--- config.mk ---
export PLATFORM = sky130hd
export DESIGN_NAME = shortest_path_bellman_ford
export DESIGN_NICKNAME = d
export VERILOG_FILES = /design/src/rtl/spbf_pkg.sv /design/src/rtl/spbf_fifo.sv /design/src/rtl/spbf_front.sv /design/src/rtl/spbf_engine.sv /design/src/rtl/shortest_path_bellman_ford.sv
export VERILOG_INCLUDE_DIRS = /design/src /design/src/rtl
export SDC_FILE = /design/constraint.sdc
export NUM_CORES = 2
export LEC_CHECK = 0
export BUFFER_PORTS_ARGS = -buffer_cell sky130_fd_sc_hd__clkbuf_2
export CORE_ASPECT_RATIO = 1.25
export CORE_MARGIN = 2
export CORE_UTILIZATION = 70
export CTS_BUF_LIST = sky130_fd_sc_hd__clkbuf_2
export CTS_CLUSTER_DIAMETER = 30
export DETAILED_ROUTE_END_ITERATION = 12
export GPL_TIMING_DRIVEN = 0
export PLACE_DENSITY = 0.87
export SYNTH_ARGS = -nofsm -noshare
export SYNTH_HDL_FRONTEND = slang
export SYNTH_SLANG_ARGS = --single-unit
--- constraint.sdc ---
create_clock -name i_clk -period 17.6 [get_ports i_clk]
set_clock_uncertainty 0.2 [all_clocks]
set_input_delay 3.52 -clock i_clk [delete_from_list [all_inputs] [get_ports i_clk]]
set_output_delay 3.52 -clock i_clk [all_outputs]
set_load 0.02 [all_outputs]
--- src/rtl/shortest_path_bellman_ford_assert.svh ---
// Assertion macros used by the shortest path engine RTL.
// Needs no other file; the bodies are empty when SYNTH is defined.
`ifndef SHORTEST_PATH_BELLMAN_FORD_ASSERT_SVH
`define SHORTEST_PATH_BELLMAN_FORD_ASSERT_SVH
`ifndef SYNTH
`define SPBF_ASSERT_IMPLY(name, clk, rst_n, ante, cons) \
    name: assert property (@(posedge clk) disable iff (!(rst_n)) (ante) |-> (cons)) \
        else $error("shortest path block: same-cycle check failed");
`define SPBF_ASSERT_NEXT(name, clk, rst_n, ante, cons) \
    name: assert property (@(posedge clk) disable iff (!(rst_n)) (ante) |=> (cons)) \
        else $error("shortest path block: next-cycle check failed");
`else
`define SPBF_ASSERT_IMPLY(name, clk, rst_n, ante, cons)
`define SPBF_ASSERT_NEXT(name, clk, rst_n, ante, cons)
`endif
`endif

--- src/rtl/spbf_pkg.sv ---
// Package for the shortest path block: constants, beat types, configuration codes.
// Used by every module of the block but spbf_fifo; depends on nothing.
package spbf_pkg;

    localparam int MAX_NODES     = 16;
    localparam int NODE_W        = $clog2(MAX_NODES);
    localparam int COUNT_W       = $clog2(MAX_NODES + 1);
    localparam int WEIGHT_W      = 8;
    localparam int DIST_W        = 16;
    localparam int MAX_EDGES_DEF = 64;
    localparam int QUEUE_DEPTH   = 2;
    localparam int CFG_DATA_W    = COUNT_W;

    localparam logic [NODE_W-1:0]  SOURCE_RESET     = '0;
    localparam logic [COUNT_W-1:0] NODE_COUNT_RESET = COUNT_W'(10);

    typedef enum logic [0:0] {
        CFG_SOURCE_NODE = 1'b0,
        CFG_NODE_COUNT  = 1'b1
    } t_cfg_reg;

    typedef enum logic [0:0] {
        CMD_STORE = 1'b0,
        CMD_RUN   = 1'b1
    } t_cmd_kind;

    typedef struct packed {
        logic [NODE_W-1:0]          edge_from;
        logic [NODE_W-1:0]          edge_to;
        logic signed [WEIGHT_W-1:0] edge_weight;
        logic                       last_edge;
    } t_edge_beat;

    typedef struct packed {
        logic [NODE_W-1:0]        node_index;
        logic signed [DIST_W-1:0] distance;
        logic                     reachable;
        logic [NODE_W-1:0]        parent_node;
        logic                     last_node;
    } t_result;

    typedef struct packed {
        logic [NODE_W-1:0]          edge_from;
        logic [NODE_W-1:0]          edge_to;
        logic signed [WEIGHT_W-1:0] edge_weight;
    } t_edge_rec;

    typedef struct packed {
        t_cmd_kind kind;
        t_edge_rec rec;
    } t_edge_cmd;

    typedef struct packed {
        logic [NODE_W-1:0]  source_node;
        logic [COUNT_W-1:0] node_count;
    } t_cfg;

    function automatic logic [COUNT_W-1:0] nodes_in_use(input logic [COUNT_W-1:0] cnt);
        logic [COUNT_W-1:0] res;
        priority if (cnt == '0) begin
            res = COUNT_W'(1);
        end else if (cnt > COUNT_W'(MAX_NODES)) begin
            res = COUNT_W'(MAX_NODES);
        end else begin
            res = cnt;
        end
        return res;
    endfunction

endpackage

--- src/rtl/spbf_fifo.sv ---
// Small first-in first-out queue of any packed item type.
// Depends on nothing; used between the front and the engine and at the result side.
module spbf_fifo #(
    parameter int  DEPTH  = 2,
    parameter type t_item = logic
) (
    input  logic  i_clk,
    input  logic  i_rst_n,
    input  logic  i_push,
    input  t_item i_item,
    output logic  o_full,
    input  logic  i_pop,
    output t_item o_item,
    output logic  o_empty
);

    localparam int PTR_W = (DEPTH > 1) ? $clog2(DEPTH) : 1;
    localparam int CNT_W = $clog2(DEPTH + 1);

    t_item             r_mem [DEPTH];
    logic [PTR_W-1:0]  r_wr_ptr;
    logic [PTR_W-1:0]  r_rd_ptr;
    logic [CNT_W-1:0]  r_count;
    logic              push_ok;
    logic              pop_ok;

    assign o_full  = (r_count == CNT_W'(DEPTH));
    assign o_empty = (r_count == '0);
    assign push_ok = i_push && !o_full;
    assign pop_ok  = i_pop && !o_empty;
    assign o_item  = r_mem[r_rd_ptr];

    always_ff @(posedge i_clk) begin
        if (push_ok) begin
            r_mem[r_wr_ptr] <= i_item;
        end
    end

    always_ff @(posedge i_clk) begin
        if (!i_rst_n) begin
            r_wr_ptr <= '0;
            r_rd_ptr <= '0;
            r_count  <= '0;
        end else begin
            if (push_ok) begin
                r_wr_ptr <= (r_wr_ptr == PTR_W'(DEPTH - 1)) ? '0 : r_wr_ptr + PTR_W'(1);
            end
            if (pop_ok) begin
                r_rd_ptr <= (r_rd_ptr == PTR_W'(DEPTH - 1)) ? '0 : r_rd_ptr + PTR_W'(1);
            end
            if (push_ok && !pop_ok) begin
                r_count <= r_count + CNT_W'(1);
            end else if (pop_ok && !push_ok) begin
                r_count <= r_count - CNT_W'(1);
            end
        end
    end

endmodule

--- src/rtl/spbf_front.sv ---
// Input side: takes edge beats, tags each as a plain store or a run trigger, and queues it.
// Depends on spbf_pkg and spbf_fifo.
module spbf_front (
    input  logic                  i_clk,
    input  logic                  i_rst_n,
    input  logic                  i_push,
    input  spbf_pkg::t_edge_beat  i_edge,
    output logic                  o_full,
    input  logic                  i_cmd_pop,
    output logic                  o_cmd_valid,
    output spbf_pkg::t_edge_cmd   o_cmd
);

    spbf_pkg::t_edge_cmd cmd_in;
    logic                cmd_empty;

    always_comb begin
        cmd_in.kind            = i_edge.last_edge ? spbf_pkg::CMD_RUN : spbf_pkg::CMD_STORE;
        cmd_in.rec.edge_from   = i_edge.edge_from;
        cmd_in.rec.edge_to     = i_edge.edge_to;
        cmd_in.rec.edge_weight = i_edge.edge_weight;
    end

    spbf_fifo #(
        .DEPTH  (spbf_pkg::QUEUE_DEPTH),
        .t_item (spbf_pkg::t_edge_cmd)
    ) u_cmd_queue (
        .i_clk   (i_clk),
        .i_rst_n (i_rst_n),
        .i_push  (i_push),
        .i_item  (cmd_in),
        .o_full  (o_full),
        .i_pop   (i_cmd_pop),
        .o_item  (o_cmd),
        .o_empty (cmd_empty)
    );

    assign o_cmd_valid = !cmd_empty;

endmodule

--- src/rtl/spbf_engine.sv ---
// Back end: edge store, relaxation sequencer over node memories, and result emission.
// Depends on spbf_pkg and the assertion macros in shortest_path_bellman_ford_assert.svh.
`include "shortest_path_bellman_ford_assert.svh"
module spbf_engine #(
    parameter int MAX_EDGES = spbf_pkg::MAX_EDGES_DEF
) (
    input  logic                i_clk,
    input  logic                i_rst_n,
    input  spbf_pkg::t_cfg      i_cfg,
    input  logic                i_cmd_valid,
    input  spbf_pkg::t_edge_cmd i_cmd,
    output logic                o_cmd_pop,
    input  logic                i_out_full,
    output logic                o_out_push,
    output spbf_pkg::t_result   o_result
);

    localparam int NODE_W  = spbf_pkg::NODE_W;
    localparam int COUNT_W = spbf_pkg::COUNT_W;
    localparam int DIST_W  = spbf_pkg::DIST_W;
    localparam int NODES   = spbf_pkg::MAX_NODES;
    localparam int EIDX_W  = (MAX_EDGES > 1) ? $clog2(MAX_EDGES) : 1;
    localparam int ETOT_W  = $clog2(MAX_EDGES + 1);

    typedef enum logic [2:0] {
        S_LOAD,
        S_FETCH,
        S_NODE,
        S_RELAX,
        S_EMIT_RD,
        S_EMIT_WR
    } t_state;

    t_state                   r_state;
    logic [ETOT_W-1:0]        r_total;
    logic [ETOT_W-1:0]        r_edge_idx;
    logic [NODE_W-1:0]        r_round;
    logic [COUNT_W-1:0]       r_n;
    logic [COUNT_W-1:0]       r_out_idx;
    logic [NODES-1:0]         r_reached;

    spbf_pkg::t_edge_rec      r_edge_mem [MAX_EDGES];
    logic signed [DIST_W-1:0] r_dist_mem [NODES];
    logic [NODE_W-1:0]        r_parent_mem [NODES];
    spbf_pkg::t_edge_rec      r_edge_q;
    logic signed [DIST_W-1:0] r_dist_a;
    logic signed [DIST_W-1:0] r_dist_b;
    logic [NODE_W-1:0]        r_parent_q;

    logic                     load_pop;
    logic                     store_ok;
    logic                     run_start;
    logic [COUNT_W-1:0]       nodes_used;
    logic                     src_in;
    logic                     round_done;
    logic                     edge_end;
    logic [NODE_W-1:0]        u_node;
    logic [NODE_W-1:0]        v_node;
    logic                     edge_in_use;
    logic [DIST_W:0]          sum_wide;
    logic signed [DIST_W-1:0] cand;
    logic                     do_relax;
    logic                     emitting;
    logic [NODE_W-1:0]        rd_a_addr;
    logic [NODE_W-1:0]        out_node;
    logic                     out_last;
    logic                     node_wr;
    logic [NODE_W-1:0]        node_wr_addr;
    logic signed [DIST_W-1:0] node_wr_dist;
    logic [NODE_W-1:0]        node_wr_parent;

    assign load_pop   = (r_state == S_LOAD) && i_cmd_valid;
    assign o_cmd_pop  = load_pop;
    assign store_ok   = (r_total < ETOT_W'(MAX_EDGES));
    assign run_start  = load_pop && (i_cmd.kind == spbf_pkg::CMD_RUN);
    assign nodes_used = spbf_pkg::nodes_in_use(i_cfg.node_count);
    assign src_in     = (COUNT_W'(i_cfg.source_node) < nodes_used);
    assign round_done = ((COUNT_W'(r_round) + COUNT_W'(1)) >= r_n);
    assign edge_end   = (r_edge_idx == r_total);

    assign u_node      = r_edge_q.edge_from;
    assign v_node      = r_edge_q.edge_to;
    assign edge_in_use = (COUNT_W'(u_node) < r_n) && (COUNT_W'(v_node) < r_n);
    assign sum_wide    = {r_dist_a[DIST_W-1], r_dist_a}
                       + {{(DIST_W + 1 - spbf_pkg::WEIGHT_W){r_edge_q.edge_weight[spbf_pkg::WEIGHT_W-1]}},
                          r_edge_q.edge_weight};

    always_comb begin
        if (sum_wide[DIST_W] != sum_wide[DIST_W-1]) begin
            cand = sum_wide[DIST_W] ? {1'b1, {(DIST_W - 1){1'b0}}} : {1'b0, {(DIST_W - 1){1'b1}}};
        end else begin
            cand = sum_wide[DIST_W-1:0];
        end
    end

    assign do_relax = (r_state == S_RELAX) && edge_in_use && r_reached[u_node]
                    && (!r_reached[v_node] || (cand < r_dist_b));

    assign emitting  = (r_state == S_EMIT_RD) || (r_state == S_EMIT_WR);
    assign rd_a_addr = emitting ? r_out_idx[NODE_W-1:0] : u_node;

    assign node_wr        = run_start || do_relax;
    assign node_wr_addr   = run_start ? i_cfg.source_node : v_node;
    assign node_wr_dist   = run_start ? '0 : cand;
    assign node_wr_parent = run_start ? i_cfg.source_node : u_node;

    always_ff @(posedge i_clk) begin
        if (load_pop && store_ok) begin
            r_edge_mem[r_total[EIDX_W-1:0]] <= i_cmd.rec;
        end
        r_edge_q <= r_edge_mem[r_edge_idx[EIDX_W-1:0]];
        if (node_wr) begin
            r_dist_mem[node_wr_addr]   <= node_wr_dist;
            r_parent_mem[node_wr_addr] <= node_wr_parent;
        end
        r_dist_a   <= r_dist_mem[rd_a_addr];
        r_dist_b   <= r_dist_mem[v_node];
        r_parent_q <= r_parent_mem[rd_a_addr];
    end

    always_ff @(posedge i_clk) begin
        if (!i_rst_n) begin
            r_state    <= S_LOAD;
            r_total    <= '0;
            r_edge_idx <= '0;
            r_round    <= '0;
            r_n        <= COUNT_W'(1);
            r_out_idx  <= '0;
            r_reached  <= '0;
        end else begin
            unique case (r_state)
                S_LOAD: begin
                    if (load_pop) begin
                        if (store_ok) begin
                            r_total <= r_total + ETOT_W'(1);
                        end
                        if (run_start) begin
                            r_n        <= nodes_used;
                            r_reached  <= src_in ? ({{(NODES - 1){1'b0}}, 1'b1} << i_cfg.source_node)
                                                 : '0;
                            r_round    <= '0;
                            r_edge_idx <= '0;
                            r_state    <= S_FETCH;
                        end
                    end
                end
                S_FETCH: begin
                    if (round_done) begin
                        r_out_idx <= '0;
                        r_state   <= S_EMIT_RD;
                    end else if (edge_end) begin
                        r_round    <= r_round + NODE_W'(1);
                        r_edge_idx <= '0;
                    end else begin
                        r_state <= S_NODE;
                    end
                end
                S_NODE: begin
                    r_state <= S_RELAX;
                end
                S_RELAX: begin
                    if (do_relax) begin
                        r_reached[v_node] <= 1'b1;
                    end
                    r_edge_idx <= r_edge_idx + ETOT_W'(1);
                    r_state    <= S_FETCH;
                end
                S_EMIT_RD: begin
                    r_state <= S_EMIT_WR;
                end
                S_EMIT_WR: begin
                    if (!i_out_full) begin
                        if (out_last) begin
                            r_total <= '0;
                            r_state <= S_LOAD;
                        end else begin
                            r_out_idx <= r_out_idx + COUNT_W'(1);
                            r_state   <= S_EMIT_RD;
                        end
                    end
                end
                default: begin
                    r_state <= S_LOAD;
                end
            endcase
        end
    end

    assign out_node   = r_out_idx[NODE_W-1:0];
    assign out_last   = ((r_out_idx + COUNT_W'(1)) == r_n);
    assign o_out_push = (r_state == S_EMIT_WR);

    always_comb begin
        o_result.node_index  = out_node;
        o_result.reachable   = r_reached[out_node];
        o_result.distance    = r_reached[out_node] ? r_dist_a : '0;
        o_result.parent_node = r_reached[out_node] ? r_parent_q : out_node;
        o_result.last_node   = out_last;
    end

    `SPBF_ASSERT_IMPLY(a_total_bound, i_clk, i_rst_n, 1'b1, r_total <= ETOT_W'(MAX_EDGES))
    `SPBF_ASSERT_IMPLY(a_relax_in_range, i_clk, i_rst_n, r_state == S_RELAX, r_edge_idx < r_total)
    `SPBF_ASSERT_IMPLY(a_emit_in_range, i_clk, i_rst_n, r_state == S_EMIT_WR, r_out_idx < r_n)
    `SPBF_ASSERT_NEXT(a_run_leaves_load, i_clk, i_rst_n, run_start, r_state == S_FETCH)
    `SPBF_ASSERT_NEXT(a_source_reached, i_clk, i_rst_n, run_start && src_in, r_reached[$past(i_cfg.source_node)])

endmodule

--- src/rtl/shortest_path_bellman_ford.sv ---
// Top level of the single-source shortest path block: configuration registers and wiring.
// Depends on spbf_pkg, spbf_front, spbf_engine and spbf_fifo.
//
// Edges are pushed one per beat into a two-entry queue and written to the edge store at one
// per cycle while the engine is loading. The beat marked last starts a run of (n - 1)
// rounds over the stored edges; one edge step is a registered edge-store read, a
// registered read of both node distances, then the compare and write-back. Results then
// follow, one registered node-memory read per result, into a two-entry result queue. No new
// edge is stored until the last result of a run has entered that queue; edges pushed
// meanwhile wait in the input queue.
module shortest_path_bellman_ford #(
    parameter int MAX_EDGES = spbf_pkg::MAX_EDGES_DEF
) (
    input  logic                                i_clk,
    input  logic                                i_rst_n,
    input  logic                                push,
    output logic                                full,
    input  spbf_pkg::t_edge_beat                i_edge,
    output logic                                empty,
    input  logic                                pop,
    output spbf_pkg::t_result                   o_result,
    input  logic                                i_cfg_valid,
    output logic                                o_cfg_ready,
    input  logic [0:0]                          i_cfg_index,
    input  logic [spbf_pkg::CFG_DATA_W-1:0]     i_cfg_data
);

    logic [spbf_pkg::NODE_W-1:0]  r_source;
    logic [spbf_pkg::COUNT_W-1:0] r_node_count;
    spbf_pkg::t_cfg               cfg;
    logic                         cmd_valid;
    logic                         cmd_pop;
    spbf_pkg::t_edge_cmd          cmd;
    logic                         out_full;
    logic                         out_push;
    spbf_pkg::t_result            out_result;

    assign o_cfg_ready = 1'b1;

    always_ff @(posedge i_clk) begin
        if (!i_rst_n) begin
            r_source     <= spbf_pkg::SOURCE_RESET;
            r_node_count <= spbf_pkg::NODE_COUNT_RESET;
        end else if (i_cfg_valid) begin
            unique case (spbf_pkg::t_cfg_reg'(i_cfg_index))
                spbf_pkg::CFG_SOURCE_NODE: begin
                    r_source <= i_cfg_data[spbf_pkg::NODE_W-1:0];
                end
                spbf_pkg::CFG_NODE_COUNT: begin
                    r_node_count <= i_cfg_data;
                end
            endcase
        end
    end

    always_comb begin
        cfg.source_node = r_source;
        cfg.node_count  = r_node_count;
    end

    spbf_front u_front (
        .i_clk       (i_clk),
        .i_rst_n     (i_rst_n),
        .i_push      (push),
        .i_edge      (i_edge),
        .o_full      (full),
        .i_cmd_pop   (cmd_pop),
        .o_cmd_valid (cmd_valid),
        .o_cmd       (cmd)
    );

    spbf_engine #(
        .MAX_EDGES (MAX_EDGES)
    ) u_engine (
        .i_clk       (i_clk),
        .i_rst_n     (i_rst_n),
        .i_cfg       (cfg),
        .i_cmd_valid (cmd_valid),
        .i_cmd       (cmd),
        .o_cmd_pop   (cmd_pop),
        .i_out_full  (out_full),
        .o_out_push  (out_push),
        .o_result    (out_result)
    );

    spbf_fifo #(
        .DEPTH  (spbf_pkg::QUEUE_DEPTH),
        .t_item (spbf_pkg::t_result)
    ) u_result_queue (
        .i_clk   (i_clk),
        .i_rst_n (i_rst_n),
        .i_push  (out_push),
        .i_item  (out_result),
        .o_full  (out_full),
        .i_pop   (pop),
        .o_item  (o_result),
        .o_empty (empty)
    );

endmodule

==> results.md <==
* Fmax achieved at 134 MHz
* DRC Markers at 0
* HP Class: register to register
* Slew headroom at 4.08%
* Reg2Reg Launch Point: u_engine.r_dist_a[5]
* Fraction of layout cells with a size suffix above 1 at 33.3%
* Tmin final at 7460 ps
* Final period util at 42.4%
* Gr usage total at 36.5%
* Routed vias at between 30000 and 40000
* Worst vdd ir at between 0.0003 and 0.0004 V
* WL per Instance at about 33 µm
* RR Endpoint: u_engine.r_dist_mem[12][7]
* Net Count, Synth at 3205
* Drt first-iter violations at 4790
* Initial core utilization at between 70% and 80%
* Status: completed
* Post-detail-place hpwl at 110000 µm
* Crit path DAT at 8380 ps
* CTS clk-pin slew, worst paths at ~110 ps
* Multi-input logic area at 0.0172 mm²
* Die area at ~0.09 mm²
* Antenna-violating nets left at 0
* PwrDens at 157 mW/mm²
* Critical-path top delay cell: o41ai_2
* LEAKAGE at 21.9 nW
* P_int at 0.00698 W
* CTS H-tree depth at 5
* FP Rows at 123
* Switch Pwr at between 0.003 and 0.004 W
* Hold endpoint: u_result_queue.r_mem[0][25]
* Buf/Inv on CP at 3
* Antenna violations before repair at 8
* Max FO, Critical Path at 14
* Cts hold-fix bufs at 0
* Most frequent CP cell: ha_1
* Sw Share at 35.3%
* Clock Tree Buf Depth at 4
* Layout Nets at ~3700
* Core box area at 0.0897 mm²
* Crit. End Element: register
* First-pass GRT wire length at 240000 µm
* Finished Layout Cells at between 5000 and 6000
* Post-CTS resize count at 0
* Post-Synthesis Cell Area at 0.0631 mm²
* Clock root cell: clkbuf_2
* RSZ-0062 raised after global routing: false
* CTS tree: yes
* Die height at 340 µm
* Chip Width at around 270 µm
* Crit Path Class: register to register
* Nature of the critical path startpoint: register
* Distinct cells, synth at slightly below 70
* Hold_sp: u_engine.r_out_idx[3]
* Hold Path Cell Cnt at 0
* #FFs+latches synth at around 1500
* Sequential fraction of the synthesis area at 71.8%
* YS warnings at 0
* Pre-antenna DRT Iters at 8
* Layout area overhead at 8.85%
* Cell Chain, Critical Path: ha_1 -> buf_6 -> a21oi_2 -> o21bai_1 -> a211oi_1 -> o221ai_1 -> and3_1 -> nand2b_1 -> clkbuf_1 -> nand4b_1 -> and2_1 -> ha_1 -> nand4_1 -> o31ai_1 -> o21ai_0 -> nand2_1 -> o211ai_1 -> o41ai_2 -> a32oi_1 -> nor2_2 -> buf_8
* Hold slack at 314 ps
* Storage cell area at 0.0453 mm²
* Num Clock Sinks at 1548
* Slew Viols, Final at 0
* Post-Synthesis Cells at around 3100
* Post-synth EDFFs at 1430
* TNS Setup at 0 ps
* Max-cap violations at 0
* Pwr Total at 0.0108 W
* Clock share of power at 20.6%
* Fin util at between 70% and 80%
* RD Place Congestion at 0.944
* Critical Path RT at 18520 ps
* Slowest cell delay on critical path at 830 ps
* Reg power frac at 46.0%
* Hold Vio Cnt, Final at 0
* Predominant post-synthesis flop cell: edfxtp_1
* Setup-failing EPs final at 0
* Placed cell count at 4398
* Post-CTS Setup Repair Bufs at 0
* Vias in the first global route at roughly 37000
* GR Overflow Total at 0
* Buffers on Ports at 54
* Worst r2r path cells at 21
* Reg2reg setup slack at 10140 ps
* Fraction of registers with async set or reset after synthesis at 0%
* Routed WL at 164000 µm
* Fill count at 4678
* Worst-Skew Late Latency at 1580 ps
* Slew of the pin with the lowest slew margin at roughly 1400 ps
* Vias/cell at roughly 7.0
* # IOs at 57
* Largest net degree at the start of global routing at 65
* Delay-heaviest family, CP: compound AO/OA/AOI/OAI gates
* Cts bufs inserted at between 300 and 400
* Synthesized area per cell at 20.2 µm²
* Comb pwr share at around a third
## how the worst max path moves through the flow
stage,cells after the start,from,end,slack (ps)
finish,21,u_engine.r_dist_a[5],u_engine.r_dist_mem[12][7],10140
global route,20,u_engine.r_edge_q[7],u_engine.r_dist_mem[11][2],9760
CTS,4,register,o_result[19],10150
detailed placement,21,u_engine.r_dist_a[0],u_engine.r_dist_mem[12][10],10330
global placement,20,u_engine.r_dist_a[0],u_engine.r_dist_mem[11][10],9470
floorplan,19,u_engine.r_dist_a[0],u_engine.r_dist_mem[0][0],11890
## registers in the layout, summed over array words and instances (netlist names), 5 cells and up, named ones only
register	cells
u_engine.r_parent_mem	64
u_result_queue.r_mem	52
r_node_count	5
u_engine.r_dist_b	16
u_engine.r_out_idx	5
u_front.u_cmd_queue.r_mem	34
u_engine.r_total	7
u_engine.r_edge_mem	1024
u_engine.r_dist_a	16
u_engine.r_n	5
u_engine.r_dist_mem	256
u_engine.r_edge_q	8
u_engine.r_reached	16
u_engine.r_edge_idx	7
## kinds of logic after synthesis
logic type / Yosys count / share of synthesized area [%]
xor gates and xnor gates: 34 / 0.472
adders and majority gates: 52 / 1.04
AOI/OAI and AO/OA: 247 / 2.59
muxes: 585 / 19.4
and+or+nand+nor: 438 / 3.31
DFF: 1548 / 71.8
other: 1 / 0.00594
buffers and inverters: 220 / 1.39
## area by class of cell
type	instances	share of cell area [%]
Tap cell	1187	2.16
Clock inverter	124	1.00
Buffer	179	1.05
Multi-Input combinational cell	1357	25.0
Clock buffer	488	3.55
Sequential cell	1548	65.9
Timing Repair Buffer	87	1.07
Inverter	41	0.224
Antenna cell	3	0.0109
## cell usage after synthesis (3+ instances only)
library cell,count,share of area [%]
buf_1,31,0.18
a32oi_1,3,0.042
clkbuf_1,130,0.77
nor4_1,3,0.030
nor3_1,18,0.14
o21bai_1,3,0.036
nand3_1,32,0.25
nand4_1,8,0.079
ha_1,51,1.0
nand2b_1,7,0.069
o21ai_0,36,0.29
mux2i_1,29,0.46
o21a_1,20,0.24
a22oi_1,4,0.048
o31ai_1,3,0.036
buf_2,13,0.10
and3_1,8,0.079
xor2_1,14,0.19
o22ai_1,18,0.18
o2111ai_1,4,0.055
a21o_1,10,0.12
a211oi_1,30,0.36
a22o_1,3,0.042
edfxtp_1,1430,68
mux2_2,47,0.84
a21oi_1,46,0.36
inv_1,41,0.24
xnor2_1,20,0.28
a31oi_1,36,0.36
nor3b_1,3,0.036
a21boi_0,7,0.083
and2_1,64,0.63
dfxtp_1,118,3.7
or3_1,11,0.11
a41oi_1,4,0.055
nor2_1,121,0.72
mux4_2,508,18
nor2b_1,23,0.23
nand3b_1,3,0.036
nand2_1,127,0.75
o211ai_1,5,0.059
## per-stage QoR
step | area, µm² | setup slack [ps]
finish | 68700 | 10140
global route | 68700 | 9760
CTS | 68600 | 10150
detailed placement | 65500 | 10330
global placement | 64900 | 9470
floorplan | 63100 | 11890
## layout by cell type, fill, tap and decap left out, types with 51 or more instances in the layout
master | synthesis | routed
and2_1 | 64 | 64
edfxtp_1 | 1430 | 1430
nand2_1 | 127 | 127
clkinv_1 | 0 | 84
clkbuf_1 | 130 | 130
nor2_2 | 0 | 75
clkbuf_2 | 1 | 543
mux4_2 | 508 | 508
ha_1 | 51 | 51
dfxtp_1 | 118 | 118
## power by group through the flow
| stage | combinational (W) | clock (W) | sequential, W |
|---|---|---|---|
| finish | 0.00360 | 0.00223 | 0.00496 |
| global route | 0.00379 | 0.00241 | 0.00497 |
| CTS | 0.00352 | 0.00224 | 0.00496 |
| detailed placement | 0.00351 | 0 | 0.00504 |
| global placement | 0.00329 | 0 | 0.00503 |
| floorplan | 0.00231 | 0 | 0.00496 |
## metal layers
| layer | share of wire, % | GRT usage [%] | wire length (µm) | up-vias |
|---|---|---|---|---|
| li1 | - | - | - | 14100 |
| met1 | 31 | 42.9 | 50900 | 17600 |
| met2 | 51 | 61.2 | 84000 | 2844 |
| met3 | 9.7 | 7.60 | 15900 | 666 |
| met4 | 7.9 | 24.2 | 12900 | 10 |
| met5 | 0.040 | 0 | 66 | - |
Power figures use the tool's default switching activity.
